`src/rtl/core/gtws_pkg.sv`:
```
// Shared types, constants and codes for the GEMM tile wave selector.
package gtws_pkg;

  // Fixed-point score format and selection constants
  localparam int unsigned FRAC_BITS = 24;
  localparam int unsigned SCORE_W   = FRAC_BITS + 1;
  localparam logic [SCORE_W-1:0] ONE_FIXED = SCORE_W'(1) << FRAC_BITS;
  localparam logic [SCORE_W:0]   SLACK_FIXED = (SCORE_W+1)'(((2 ** FRAC_BITS) + 5) / 10);
  localparam logic [31:0] WAVES_ALL_ONES = 32'hFFFF_FFFF;

  localparam int unsigned MAX_SPLIT = 16;
  localparam int unsigned SPLIT_W   = 5;
  localparam int unsigned K_LOG2    = 6;   // k tile of 64
  localparam int unsigned POS_W     = 6;   // stream positions wrap at 64

  // Field widths
  localparam int unsigned DIM_W  = 25;
  localparam int unsigned TILE_W = 9;
  localparam int unsigned STG_W  = 4;
  localparam int unsigned OCC_W  = 7;
  localparam int unsigned UNIT_W = 9;
  localparam int unsigned CPW_W  = OCC_W + UNIT_W;
  localparam int unsigned MB_W   = DIM_W;
  localparam int unsigned MBNB_W = 2 * DIM_W;
  localparam int unsigned C_W    = MBNB_W + SPLIT_W;

  // Shared divider: 56-bit dividend, 16-bit divisor, one bit a cycle
  localparam int unsigned DIV_W     = 56;
  localparam int unsigned DIVS_W    = CPW_W;
  localparam int unsigned DIV_CNT_W = $clog2(DIV_W);

  // Configuration register indexes
  localparam int unsigned CFG_IDX_W = 3;
  localparam logic [CFG_IDX_W-1:0] CFG_ROWS_M      = 3'd0;
  localparam logic [CFG_IDX_W-1:0] CFG_COLS_N      = 3'd1;
  localparam logic [CFG_IDX_W-1:0] CFG_DEPTH_K     = 3'd2;
  localparam logic [CFG_IDX_W-1:0] CFG_SPLIT_LIMIT = 3'd3;
  localparam logic [CFG_IDX_W-1:0] CFG_WORKSPACE   = 3'd4;
  localparam logic [CFG_IDX_W-1:0] CFG_UNIT_COUNT  = 3'd5;
  localparam logic [CFG_IDX_W-1:0] CFG_WEIGHT_ONLY = 3'd6;

  typedef enum logic [2:0] {
    DIV_SEL_MB = 3'd0,
    DIV_SEL_NB = 3'd1,
    DIV_SEL_KS = 3'd2,
    DIV_SEL_C  = 3'd3,
    DIV_SEL_SC = 3'd4
  } div_sel_t;

  typedef struct packed {
    logic [TILE_W-1:0] tile_rows;
    logic [TILE_W-1:0] tile_cols;
    logic [STG_W-1:0]  stage_count;
    logic [OCC_W-1:0]  occupancy;
    logic              last_candidate;
  } cand_t;

  typedef struct packed {
    logic               found;
    logic [POS_W-1:0]   winner_index;
    logic [TILE_W-1:0]  winner_rows;
    logic [TILE_W-1:0]  winner_cols;
    logic [SPLIT_W-1:0] winner_split;
    logic [STG_W-1:0]   winner_stages;
    logic               serial_split;
  } result_t;

  typedef struct packed {
    logic     load;
    logic     div_start;
    div_sel_t div_sel;
    logic     cap_mb;
    logic     cap_nb;
    logic     mul;
    logic     s_init;
    logic     s_inc;
    logic     calc_c;
    logic     cap_c;
    logic     cap_sc;
    logic     update;
    logic     finish;
    logic     emit;
  } dp_cmd_t;

  typedef struct packed {
    logic skip;
    logic s_over;
    logic weight_mode;
    logic k_misaligned;
    logic ks_fail;
    logic ws_fail;
    logic div_busy;
    logic div_done;
    logic rem_zero;
    logic last;
    logic out_free;
  } dp_status_t;

endpackage

```
`src/rtl/core/gtws_div.sv`:
```
// Shared restoring divider, one quotient bit per cycle.
module gtws_div (
  input  logic                       clk,
  input  logic                       rst,
  input  logic                       start,
  input  logic [gtws_pkg::DIV_W-1:0]  dividend,
  input  logic [gtws_pkg::DIVS_W-1:0] divisor,
  output logic                       busy,
  output logic                       done,
  output logic [gtws_pkg::DIV_W-1:0]  quot,
  output logic [gtws_pkg::DIVS_W-1:0] rem
);
  import gtws_pkg::*;

  logic [DIVS_W-1:0]    dsr;
  logic [DIV_CNT_W-1:0] cnt;
  logic [DIVS_W:0]      r_sh;
  logic                 fits;

  // Shift in the next dividend bit and trial-subtract
  assign r_sh = {rem, quot[DIV_W-1]};
  assign fits = r_sh >= {1'b0, dsr};

  always_ff @(posedge clk) begin
    if (rst) begin
      busy <= 1'b0;
      done <= 1'b0;
      cnt  <= '0;
    end else begin
      done <= 1'b0;
      if (start) begin
        busy <= 1'b1;
        cnt  <= '0;
        quot <= dividend;
        rem  <= '0;
        dsr  <= divisor;
      end else if (busy) begin
        rem  <= fits ? DIVS_W'(r_sh - {1'b0, dsr}) : r_sh[DIVS_W-1:0];
        quot <= {quot[DIV_W-2:0], fits};
        cnt  <= cnt + 1'b1;
        if (cnt == DIV_CNT_W'(DIV_W - 1)) begin
          busy <= 1'b0;
          done <= 1'b1;
        end
      end
    end
  end
endmodule

```
`src/rtl/core/gtws_ctrl.sv`:
```
// Sequencer for candidate scoring: walks split factors over the shared divider.
module gtws_ctrl (
  input  logic                 clk,
  input  logic                 rst,
  input  logic                 cand_valid,
  output logic                 cand_stall,
  input  gtws_pkg::dp_status_t st,
  output gtws_pkg::dp_cmd_t    cmd
);
  import gtws_pkg::*;

  typedef enum logic [13:0] {
    S_IDLE   = 14'b00000000000001,
    S_CHECK  = 14'b00000000000010,
    S_MB     = 14'b00000000000100,
    S_NB     = 14'b00000000001000,
    S_MUL    = 14'b00000000010000,
    S_SPLIT  = 14'b00000000100000,
    S_KS     = 14'b00000001000000,
    S_WS     = 14'b00000010000000,
    S_CSTART = 14'b00000100000000,
    S_C      = 14'b00001000000000,
    S_SC     = 14'b00010000000000,
    S_UPD    = 14'b00100000000000,
    S_NEXT   = 14'b01000000000000,
    S_FINISH = 14'b10000000000000
  } state_t;

  state_t state, state_next;

  assign cand_stall = (state != S_IDLE);

  always_ff @(posedge clk) begin
    if (rst) begin
      state <= S_IDLE;
    end else begin
      state <= state_next;
    end
  end

  // Decode state into datapath commands
  always_comb begin
    state_next = state;
    cmd        = '0;
    cmd.div_sel = DIV_SEL_MB;
    unique case (state)
      S_IDLE: begin
        if (cand_valid) begin
          cmd.load   = 1'b1;
          state_next = S_CHECK;
        end
      end
      S_CHECK: begin
        if (st.skip) begin
          state_next = S_FINISH;
        end else begin
          cmd.div_start = 1'b1;
          cmd.div_sel   = DIV_SEL_MB;
          state_next    = S_MB;
        end
      end
      S_MB: begin
        if (st.div_done) begin
          cmd.cap_mb    = 1'b1;
          cmd.div_start = 1'b1;
          cmd.div_sel   = DIV_SEL_NB;
          state_next    = S_NB;
        end
      end
      S_NB: begin
        if (st.div_done) begin
          cmd.cap_nb = 1'b1;
          state_next = S_MUL;
        end
      end
      S_MUL: begin
        cmd.mul    = 1'b1;
        cmd.s_init = 1'b1;
        state_next = S_SPLIT;
      end
      S_SPLIT: begin
        if (st.s_over) begin
          state_next = S_FINISH;
        end else if (st.weight_mode) begin
          if (st.k_misaligned) begin
            state_next = S_NEXT;
          end else begin
            cmd.div_start = 1'b1;
            cmd.div_sel   = DIV_SEL_KS;
            state_next    = S_KS;
          end
        end else begin
          state_next = S_WS;
        end
      end
      S_KS: begin
        if (st.div_done) begin
          state_next = st.ks_fail ? S_NEXT : S_WS;
        end
      end
      S_WS: begin
        if (st.ws_fail) begin
          state_next = S_NEXT;
        end else begin
          cmd.calc_c = 1'b1;
          state_next = S_CSTART;
        end
      end
      S_CSTART: begin
        cmd.div_start = 1'b1;
        cmd.div_sel   = DIV_SEL_C;
        state_next    = S_C;
      end
      S_C: begin
        if (st.div_done) begin
          cmd.cap_c = 1'b1;
          if (st.rem_zero) begin
            state_next = S_UPD;
          end else begin
            cmd.div_start = 1'b1;
            cmd.div_sel   = DIV_SEL_SC;
            state_next    = S_SC;
          end
        end
      end
      S_SC: begin
        if (st.div_done) begin
          cmd.cap_sc = 1'b1;
          state_next = S_UPD;
        end
      end
      S_UPD: begin
        cmd.update = 1'b1;
        state_next = S_NEXT;
      end
      S_NEXT: begin
        cmd.s_inc  = 1'b1;
        state_next = S_SPLIT;
      end
      S_FINISH: begin
        if (!st.last) begin
          cmd.finish = 1'b1;
          state_next = S_IDLE;
        end else if (st.out_free) begin
          cmd.emit   = 1'b1;
          state_next = S_IDLE;
        end
      end
      default: state_next = S_IDLE;
    endcase
  end
endmodule

```
`src/rtl/core/gtws_dp.sv`:
```
// Datapath: configuration, candidate registers, scoring arithmetic, best tracking, result.
module gtws_dp (
  input  logic                                 clk,
  input  logic                                 rst,
  input  gtws_pkg::cand_t                      cand_data,
  input  logic                                 cfg_valid,
  input  logic [gtws_pkg::CFG_IDX_W-1:0]       cfg_index,
  input  logic [31:0]                          cfg_data,
  output logic                                 result_valid,
  input  logic                                 result_stall,
  output gtws_pkg::result_t                    result_data,
  input  gtws_pkg::dp_cmd_t                    cmd,
  output gtws_pkg::dp_status_t                 st
);
  import gtws_pkg::*;

  // Configuration registers
  logic [DIM_W-1:0]   rows_m, cols_n, depth_k;
  logic [SPLIT_W-1:0] split_limit;
  logic [31:0]        workspace_size;
  logic [UNIT_W-1:0]  unit_count;
  logic               weight_only_mode;

  // Working registers
  cand_t              item;
  logic [MB_W-1:0]    mb, nb;
  logic [MBNB_W-1:0]  mbnb;
  logic [C_W-1:0]     c;
  logic [SPLIT_W-1:0] s;
  logic [31:0]        waves;
  logic [SCORE_W-1:0] score;

  // Best-so-far state
  logic [SCORE_W-1:0] best_score;
  logic [31:0]        best_waves;
  logic [TILE_W-1:0]  best_tile_rows, best_tile_cols;
  logic [SPLIT_W-1:0] best_split;
  logic [STG_W-1:0]   best_stages;
  logic [POS_W-1:0]   best_position, item_position;
  logic               have_best;

  // Divider hookup
  logic [DIV_W-1:0]  div_dividend, div_quot;
  logic [DIVS_W-1:0] div_divisor, div_rem;
  logic              div_busy, div_done;

  logic [CPW_W-1:0]   cpw;
  logic [SPLIT_W-1:0] max_s;
  logic [DIV_W:0]     waves_sum;
  logic               better, tie;

  assign cpw = CPW_W'(item.occupancy * unit_count);

  // Split range: one factor when n is wide, else the limit capped
  always_comb begin
    if (cols_n >= {8'b0, unit_count, 8'b0}) begin
      max_s = SPLIT_W'(1);
    end else if (split_limit > SPLIT_W'(MAX_SPLIT)) begin
      max_s = SPLIT_W'(MAX_SPLIT);
    end else begin
      max_s = split_limit;
    end
  end

  // Select divider operands
  always_comb begin
    case (cmd.div_sel)
      DIV_SEL_MB: begin
        div_dividend = DIV_W'(rows_m);
        div_divisor  = DIVS_W'(item.tile_rows);
      end
      DIV_SEL_NB: begin
        div_dividend = DIV_W'(cols_n);
        div_divisor  = DIVS_W'(item.tile_cols);
      end
      DIV_SEL_KS: begin
        div_dividend = DIV_W'(depth_k);
        div_divisor  = DIVS_W'(s);
      end
      DIV_SEL_C: begin
        div_dividend = DIV_W'(c);
        div_divisor  = cpw;
      end
      DIV_SEL_SC: begin
        div_dividend = DIV_W'({DIVS_W'(cpw - div_rem), FRAC_BITS'(0)});
        div_divisor  = cpw;
      end
      default: begin
        div_dividend = '0;
        div_divisor  = '0;
      end
    endcase
  end

  gtws_div u_div (
    .clk      (clk),
    .rst      (rst),
    .start    (cmd.div_start),
    .dividend (div_dividend),
    .divisor  (div_divisor),
    .busy     (div_busy),
    .done     (div_done),
    .quot     (div_quot),
    .rem      (div_rem)
  );

  assign waves_sum = {1'b0, div_quot} + (DIV_W+1)'(div_rem != '0);

  // Selection rules
  assign better = (score < best_score) ||
                  ((best_waves > waves) && ({1'b0, score} < ({1'b0, best_score} + SLACK_FIXED)));
  assign tie    = (score == best_score) &&
                  ((best_stages < item.stage_count) || (s < best_split) ||
                   (best_tile_rows < item.tile_rows));

  // Status back to the sequencer
  always_comb begin
    st.skip         = (item.occupancy == '0) || (item.tile_rows == '0) ||
                      (item.tile_cols == '0) || (cpw == '0) ||
                      (have_best && (rows_m < DIM_W'(best_tile_rows)) &&
                       (best_tile_rows < item.tile_rows));
    st.s_over       = s > max_s;
    st.weight_mode  = weight_only_mode;
    st.k_misaligned = depth_k[K_LOG2-1:0] != '0;
    st.ks_fail      = (div_rem != '0) || (div_quot[K_LOG2-1:0] != '0);
    st.ws_fail      = (s > SPLIT_W'(1)) && ({mbnb, 2'b00} > (MBNB_W+2)'(workspace_size));
    st.div_busy     = div_busy;
    st.div_done     = div_done;
    st.rem_zero     = div_rem == '0;
    st.last         = item.last_candidate;
    st.out_free     = !result_valid || !result_stall;
  end

  // Configuration writes
  always_ff @(posedge clk) begin
    if (rst) begin
      rows_m           <= DIM_W'(1);
      cols_n           <= DIM_W'(1);
      depth_k          <= DIM_W'(64);
      split_limit      <= SPLIT_W'(1);
      workspace_size   <= '0;
      unit_count       <= UNIT_W'(1);
      weight_only_mode <= 1'b0;
    end else if (cfg_valid) begin
      unique case (cfg_index)
        CFG_ROWS_M:      rows_m           <= cfg_data[DIM_W-1:0];
        CFG_COLS_N:      cols_n           <= cfg_data[DIM_W-1:0];
        CFG_DEPTH_K:     depth_k          <= cfg_data[DIM_W-1:0];
        CFG_SPLIT_LIMIT: split_limit      <= cfg_data[SPLIT_W-1:0];
        CFG_WORKSPACE:   workspace_size   <= cfg_data;
        CFG_UNIT_COUNT:  unit_count       <= cfg_data[UNIT_W-1:0];
        CFG_WEIGHT_ONLY: weight_only_mode <= cfg_data[0];
        default: ;
      endcase
    end
  end

  // Working arithmetic registers
  always_ff @(posedge clk) begin
    if (cmd.load)   item <= cand_data;
    if (cmd.cap_mb) mb   <= div_quot[MB_W-1:0] + MB_W'(div_rem != '0);
    if (cmd.cap_nb) nb   <= div_quot[MB_W-1:0] + MB_W'(div_rem != '0);
    if (cmd.mul)    mbnb <= mb * nb;
    if (cmd.s_init) begin
      s <= SPLIT_W'(1);
    end else if (cmd.s_inc) begin
      s <= s + 1'b1;
    end
    if (cmd.calc_c) c <= C_W'(mbnb * s);
    if (cmd.cap_c) begin
      waves <= (waves_sum > (DIV_W+1)'(WAVES_ALL_ONES)) ? WAVES_ALL_ONES : waves_sum[31:0];
      score <= '0;
    end
    if (cmd.cap_sc) score <= div_quot[SCORE_W-1:0];
  end

  // Best tracking, stream position and clear on emit
  always_ff @(posedge clk) begin
    if (rst || cmd.emit) begin
      best_score     <= ONE_FIXED;
      best_waves     <= WAVES_ALL_ONES;
      best_tile_rows <= '0;
      best_tile_cols <= '0;
      best_split     <= '0;
      best_stages    <= '0;
      best_position  <= '0;
      have_best      <= 1'b0;
      item_position  <= '0;
    end else begin
      if (cmd.update && (better || tie)) begin
        best_score     <= score;
        best_waves     <= waves;
        best_tile_rows <= item.tile_rows;
        best_tile_cols <= item.tile_cols;
        best_split     <= s;
        best_stages    <= item.stage_count;
        best_position  <= item_position;
        have_best      <= 1'b1;
      end
      if (cmd.finish) item_position <= item_position + 1'b1;
    end
  end

  // Result register: load on emit, drop when the transaction completes
  always_ff @(posedge clk) begin
    if (rst) begin
      result_valid <= 1'b0;
    end else if (cmd.emit) begin
      result_valid <= 1'b1;
    end else if (!result_stall) begin
      result_valid <= 1'b0;
    end
  end

  always_ff @(posedge clk) begin
    if (cmd.emit) begin
      if (have_best) begin
        result_data.found         <= 1'b1;
        result_data.winner_index  <= best_position;
        result_data.winner_rows   <= best_tile_rows;
        result_data.winner_cols   <= best_tile_cols;
        result_data.winner_split  <= best_split;
        result_data.winner_stages <= best_stages;
        result_data.serial_split  <= best_split > SPLIT_W'(1);
      end else begin
        result_data <= '0;
      end
    end
  end
endmodule

```
`src/rtl/core/gemm_tile_wave_selector.sv`:
```
// Top level of the GEMM tile wave selector: sequencer plus scoring datapath.
//
// Channel    Direction  Handshake            Payload
// cand       in         cand_valid/stall     cand_t: tile, stages, occupancy, last flag
// result     out        result_valid/stall   result_t: found flag and winner fields
// cfg        in         cfg_valid/ready      cfg_index (3 bits), cfg_data (32 bits)
//
// A candidate does fixed work (load, block counts, setup, finish), then for each split
// factor up to three divisions on the single shared divider. A skipped candidate
// goes straight from the check to finish. cand_stall is high while a candidate is in
// work.
// Synchronous reset restores register defaults and clears the best-so-far state.
// A pending result waits in the output register; the next list's last candidate
// holds until that slot frees.
module gemm_tile_wave_selector (
  input  logic                           clk,
  input  logic                           rst,
  input  logic                           cand_valid,
  output logic                           cand_stall,
  input  gtws_pkg::cand_t                cand_data,
  output logic                           result_valid,
  input  logic                           result_stall,
  output gtws_pkg::result_t              result_data,
  input  logic                           cfg_valid,
  output logic                           cfg_ready,
  input  logic [gtws_pkg::CFG_IDX_W-1:0] cfg_index,
  input  logic [31:0]                    cfg_data
);
  import gtws_pkg::*;

  dp_cmd_t    cmd;
  dp_status_t st;

  assign cfg_ready = 1'b1;

  gtws_ctrl u_ctrl (
    .clk        (clk),
    .rst        (rst),
    .cand_valid (cand_valid),
    .cand_stall (cand_stall),
    .st         (st),
    .cmd        (cmd)
  );

  gtws_dp u_dp (
    .clk          (clk),
    .rst          (rst),
    .cand_data    (cand_data),
    .cfg_valid    (cfg_valid && cfg_ready),
    .cfg_index    (cfg_index),
    .cfg_data     (cfg_data),
    .result_valid (result_valid),
    .result_stall (result_stall),
    .result_data  (result_data),
    .cmd          (cmd),
    .st           (st)
  );

  // Never restart the divider mid-division
  a_div_start_idle: assert property (@(posedge clk) disable iff (rst)
    cmd.div_start |-> !st.div_busy)
    else $error("divider started while busy");

  // Never overwrite a result still waiting
  a_emit_free: assert property (@(posedge clk) disable iff (rst)
    cmd.emit |-> st.out_free)
    else $error("result overwritten");

  // After a candidate is taken, the input stalls
  a_load_busy: assert property (@(posedge clk) disable iff (rst)
    cmd.load |=> cand_stall)
    else $error("candidate channel open during work");

  // Completion only ends a running division
  a_done_after_busy: assert property (@(posedge clk) disable iff (rst)
    st.div_done |-> $past(st.div_busy))
    else $error("divider done without work");
endmodule
```
`config.mk`:
```
export PLATFORM = sky130hd
export DESIGN_NAME = gemm_tile_wave_selector
export DESIGN_NICKNAME = d
export VERILOG_FILES = /design/src/rtl/core/gtws_pkg.sv /design/src/rtl/core/gtws_div.sv /design/src/rtl/core/gtws_ctrl.sv /design/src/rtl/core/gtws_dp.sv /design/src/rtl/core/gemm_tile_wave_selector.sv
export SDC_FILE = /design/constraint.sdc
export NUM_CORES = 2
export LEC_CHECK = 0
export ABC_AREA = 1
export BUFFER_PORTS_ARGS = -buffer_cell sky130_fd_sc_hd__buf_2
export CORE_ASPECT_RATIO = 1.5
export CORE_MARGIN = 4
export CORE_UTILIZATION = 25
export CTS_CLUSTER_DIAMETER = 100
export DETAILED_ROUTE_END_ITERATION = 16
export SYNTH_ARGS = -nofsm -noshare
export SYNTH_HDL_FRONTEND = slang
export SYNTH_SLANG_ARGS = --single-unit
```
`constraint.sdc`:
```
create_clock -name clk -period 7 [get_ports clk]
set_input_delay 1.4 -clock clk [delete_from_list [all_inputs] [get_ports clk]]
set_output_delay 1.4 -clock clk [all_outputs]
set_load 0.02 [all_outputs]
```
=== Word level (Yosys, flattened, before mapping) ===
Cells that the tools add are included.

* Register bits after elaboration: 612
* Bits in latches: 0
* Bits in writable memories: 0
* ROM bits: 0
* Bits of input ports: 70
* Output and inout bits: 38
* Logic and storage cells: 208
* Memories kept: 0

* Add/subtract/negate cells: 8
* Multipliers: 3
* Div/mod/pow operators: 0
* $lt $le $gt $ge: 15
* Equality and inequality tests: 35
* Shifts and indexed selects: 0
* Multiplexer cells: 57
* Bitwise operators: 2
* Reduce and logical (&&, ||, !) cells: 45

{| class="wikitable"
|+ Operator list
! kind !! count
|-
| case mux 55 bit (5 select lines) || 1
|-
| case mux 14 bit (13 select lines) || 1
|-
| 2-to-1 mux 14 bit || 10
|-
| 2-to-1 mux 56 bit || 2
|-
| case mux 16 bit (4 select lines) || 1
|-
| adder 56 x 1 -> 57 bit || 1
|-
| > comparator 57 x 32 -> 1 bit, second input constant || 1
|-
| multiplier 50 x 5 -> 55 bit || 1
|-
| > comparator 52 x 32 -> 1 bit || 1
|-
| 2-to-1 mux 13 bit || 4
|-
| multiplier 25 x 25 -> 50 bit || 1
|-
| 2-to-1 mux 25 bit || 2
|-
| 2-to-1 mux 35 bit || 1
|-
| > comparator 32 bit || 1
|-
| logical NOT 16 bit || 2
|-
| 2-to-1 mux 16 bit || 2
|-
| subtractor 16 bit || 2
|-
| adder 25 x 21 -> 26 bit, second input constant || 1
|-
| less-than comparator 25 x 26 -> 1 bit || 1
|-
| adder 25 x 1 -> 25 bit || 1
|-
| equality test 25 bit || 1
|-
| greater-or-equal comparator 25 x 17 -> 1 bit || 1
|-
| less-than comparator 25 bit || 1
|-
| less-than comparator 25 x 9 -> 1 bit || 1
|-
| 52 further kinds || 124
|}

=== Longest topological paths before layout ===
* Depth in word-level cells: 10
* Gate-level depth with buffers: 30
* Gate-level depth less buffers: 29

=== Cells and area by module ===
A second synthesis with hierarchy kept.

* Cell total of the unflattened synthesis: 8,334
* Area total of the unflattened synthesis: 64,169.0 sq um

{| class="wikitable"
|+ Modules (own cells, without submodules)
! module !! times used !! cells each !! area an instance (sq um) !! sequential area each (sq um)
|-
| gtws_dp || 1 || 7,523 || 57,780.4 || 12,822.3
|-
| gtws_div || 1 || 617 || 5,212.5 || 2,802.7
|-
| gtws_ctrl || 1 || 192 || 1,164.9 || 280.3
|-
| gemm_tile_wave_selector || 1 || 2 || 11.3 || 0.0
|}

=== Worst setup path before layout ===
No wires, ideal clock.

* Kind: reg2reg
* Start point: register u_dp.nb[6]
* End point: register u_dp.mbnb[32], data pin
* Setup time: 0.262 ns
* Arrival: 6.127 ns
* Data required time: 6.738 ns
* Slack: 0.611 ns
* Stages on the path, launching flop included: 26
* Buffers on the path: 2
* Period minus slack after synthesis: 6.389 ns
* Path through: edfxtp_1 > clkbuf_1 > clkbuf_1 > nand2_1 > fa_1 > inv_1 > fa_1 > inv_1 > fa_1 > inv_1 > fa_1 > inv_1 > fa_1 > inv_1 > fa_1 > inv_1 > fa_1 > inv_1 > ha_1 > nand2_1 > nor2_1 > nand2_1 > nor4b_1 > a21oi_1 > o21bai_1 > xor2_1

* Longest elaborated chain between the ends: 1

{| class="wikitable"
|+ RTL lines
! element !! line !! text
|-
| from (decl) || gtws_dp.sv:26 || <nowiki>logic [MB_W-1:0] mb, nb;</nowiki>
|-
| from (signal assigned) || gtws_dp.sv:162 || <nowiki>if (cmd.cap_nb) nb <= div_quot[MB_W-1:0] + MB_W'(div_rem != '0);</nowiki>
|-
| multiplier 25 x 25 -> 50 bit || gtws_dp.sv:163 || <nowiki>if (cmd.mul) mbnb <= mb * nb;</nowiki>
|-
| to (signal assigned) || gtws_dp.sv:163 ||
|-
| to (decl) || gtws_dp.sv:27 || <nowiki>logic [MBNB_W-1:0] mbnb;</nowiki>
|}

Every way passes these cells.
A chain may end at the register's enable or synchronous reset.

=== Final worst setup path ===
* Start point: register u_dp.nb[15]
* End point: register u_dp.mbnb[47], data pin

Same word-level chain as after synthesis.

==> flow_summary_export.csv <==
group,metric,value,unit
sta,fmaxAchievable,146.8,MHz
detailed_routing,drt_wl_total,200200,um
placement,routabilityCongestion,0.9576,
logic_synthesis,yosysTopAreaCellShare,22.41,%
critical_path,r2r-start,"u_dp.nb[15]",
cells_and_area,final_cell_mix,"nand2_1, inv_1, fa_1, nor2_1, ha_1",
placement,place_worst_setup_slack,0.03291,ns
clock_network,insertion_delay,0.70,ns
floorplanning,rows,225,
cells_and_area,area_growth,12.13,%
clock_network,cts_tree,"done",
sta,hold_viol,0,
logic_synthesis,synth_top_family_by_area,"adder cells",
outcome,status,"complete, no violations",
logic_synthesis,async_flop_share,0,%
logic_synthesis,ys.warnings.count,0,
clock_network,postCtsHoldBufs,0,
detailed_routing,drtPass1Iterations,6,
global_route,grt_max_degree,88,
sta,fin_crit_sh,97.31,%
global_route,gr-usage-all-layers,15.21,%
sta,setup_violations,0,
logic_synthesis,ys_ff_latch,612,
cells_and_area,finalNetCount,9393,
clock_network,root_buffer,"clkbuf_16",
global_route,grt_pass1_wl,309200,um
logic_synthesis,synth_flop_cell,"edfxtp_1",
sta,tightest_slew,1.235,ns
detailed_routing,num_vias,52330,
logic_synthesis,synth_top_cells_by_area,"fa_1, edfxtp_1, nand2_1",
critical_path,r2r_cells,24,
critical_path,critPathLaunchType,"flop",
clock_network,clockBufferDepth,3,
critical_path,r2r_end,"u_dp.mbnb[47]",
placement,dpl_cell_area,67920,um2
critical_path,crit_type,"flop to flop",
floorplanning,start_util,25.15,%
critical_path,crit_required,7.42,ns
sta,slew_headroom,17.41,%
clock_network,cts.clk_slew.worst_paths,0.06,ns
cells_and_area,drive_gt1_share,6.324,%
logic_synthesis,yosys.area.top_type,"fa_1",
global_route,antenna_found_initial,6,
power_and_ir_drop,peakVddDrop,0.2011,mV
logic_synthesis,synth_compound_area_share,7.378,%
sta,layout_setup_ws,0.1886,ns
sta,fin_skew,0.04217,ns
placement,io_buffers,106,
floorplanning,io-pin-count,108,
clock_network,numCtsBuffers,70,
global_route,first_global_vias,53770,
logic_synthesis,synthAdderAreaFrac,31.69,%
logic_synthesis,synthesis.area,63070,um2
logic_synthesis,avgSynthCellArea,7.786,um2
power_and_ir_drop,p_leak,35.57,nW
run,drv_cap,0,
floorplanning,die_w,418.1,um
placement,dp_cells,11330,
critical_path,critPathArrivalTime,7.23,ns
placement,place_hpwl,161900,um
detailed_routing,drt_iter0_markers,3433,
detailed_routing,ant_nets,0,
floorplanning,die_h,623.2,um
global_route,gr-total-overflow,0,
critical_path,crit_path_end,"u_dp.mbnb[47]",
detailed_routing,via_per_inst,4.551,
logic_synthesis,yosysSeqAreaShare,25.22,%
power_and_ir_drop,power_density,220.1,nW/um2
detailed_routing,drc_errors,0,
critical_path,crit_start,"u_dp.nb[15]",
floorplanning,die_area,260600,um2
logic_synthesis,synth_edf_count,365,
clock_network,cts_max_level,3,
logic_synthesis,synth-xor-area-share,2.513,%
power_and_ir_drop,total_power,15.56,mW
cells_and_area,fin_area,70720,um2
cells_and_area,layout_commonest_cell,"nand2_1",
floorplanning,core_area,250800,um2
critical_path,rrSetupSlack,0.19,ns
detailed_routing,post_drt_wl_per_cell,17.41,um
clock_network,clock-sinks,612,
critical_path,crit_path_max_fanout,9,
hold_path,hold_class,"flop to flop",
cells_and_area,stdcell_count,11500,
hold_path,hold_depth,2,
logic_synthesis,synth_cell_types,58,
logic_synthesis,netlist_instances,8101,
sta,final_max_slew_viol_count,0,
critical_path,end_kind,"flop",
logic_synthesis,syn_nets,9345,
sta,finalCriticalPeriod,6.811,ns
sta,rsz0062_at_grt,"true",
logic_synthesis,synthMuxAreaShare,0.01587,%
logic_synthesis,synth_simple_gate_area_share,20.22,%
==> routing by layer <==
layer	GRT usage [%]	part of all wire, %	routed length (um)	vias up
li1	-	-	-	24950
met1	16.28	36	72680	25490
met4	9.205	7.2	14330	0
met2	28.63	53	105400	1375
met3	1.424	3.9	7785	528
met5	0	0	0	-
==> power breakdown <==
group / total [mW] / switching (mW) / internal (mW)
Sequential: 4.51 / 0.242 / 4.26
Clock: 3.94 / 1.69 / 2.25
Combinational: 7.11 / 4.81 / 2.30
==> area by class of cell <==
cell class | instances | area, um2
clock inverter | 35 | 391.6
timing repair buffer | 298 | 2242
inverter | 1840 | 6909
multi-input combinational | 5327 | 39110
sequential | 612 | 15910
antenna | 2 | 5.005
tap | 3291 | 4118
clock buffer | 95 | 2031
fill | 27150 | 180100
==> flip-flops by register name, indices dropped and copies added (netlist names), 25 cells and up <==
name and cells:
u_dp.waves 32, u_dp.mb 25, u_dp.mbnb 50, u_dp.item 29, u_dp.score 25, u_dp.best_score 25
u_dp.best_waves 32, u_dp.c 55, u_dp.u_div.quot 56, u_dp.cols_n 25, u_dp.depth_k 25, u_dp.rows_m 25
u_dp.result_data 35, u_dp.nb 25, u_dp.workspace_size 32
==> synthesized netlist by cell type (35+ instances only) <==
master / number
fa_1: 706
dfxtp_1: 247
nand4_1: 69
edfxtp_1: 365
a21oi_1: 383
clkbuf_1: 280
nor2_1: 594
o21ai_0: 306
ha_1: 468
inv_1: 1811
xor2_1: 146
nand3_1: 363
nand2_1: 1919
nor3_1: 95
xnor2_1: 35
==> worst min-delay path by stage <==
stage                                   from                   end  slack, ns
after floorplan               u_dp.have_best  u_dp.result_data[34]       0.41
after global placement    u_dp.best_waves[0]    u_dp.best_waves[0]       0.44
after detailed placement  u_dp.best_waves[0]    u_dp.best_waves[0]       0.44
after CTS                   u_dp.depth_k[13]      u_dp.depth_k[13]       0.46
after global routing         u_dp.depth_k[1]       u_dp.depth_k[1]       0.48
final                        u_dp.depth_k[1]       u_dp.depth_k[1]       0.45
==> logic make-up after synthesis <==
| logic type | Yosys count |
|---|---|
| flops | 612 |
| buf+inv | 2162 |
| xor+xnor | 181 |
| compound gates | 852 |
| fa+ha+maj | 1174 |
| mux | 1 |
| simple gates | 3118 |
| other cells | 1 |
==> worst max-delay path: stages, from the launching register on <==
cell      delay [ns]
edfxtp_1        0.58
buf_6           0.24
nand2_1         0.06
inv_1           0.05
fa_1            0.53
inv_1           0.05
fa_1            0.53
inv_1           0.05
fa_1            0.51
fa_1            0.46
fa_1            0.53
fa_1            0.60
inv_1           0.07
fa_1            0.53
inv_1           0.04
ha_1            0.43
nand2_1         0.14
nor2_1          0.15
inv_1           0.11
nor2_2          0.16
and3_1          0.19
nand3_1         0.09
nand4_1         0.17
a21oi_1         0.10
xor2_1          0.15
==> repair_timing <==
action	4_1_cts	5_1_grt
resized for setup	0	30
pin swaps	0	0
setup buffers	2	32
setup endpoints to repair	1	26
==> stage by stage <==
step	hold WS [ns]	TNS (ns)	util (%)
after CTS	0.4553	0	28.05
after detailed placement	0.4427	0	27.08
after global routing	0.4759	-0.2030	28.19
after floorplan	0.4064	0	-
final	0.4530	0	28.19
after global placement	0.4397	0	27.08
Power figures use the tool's default switching activity.
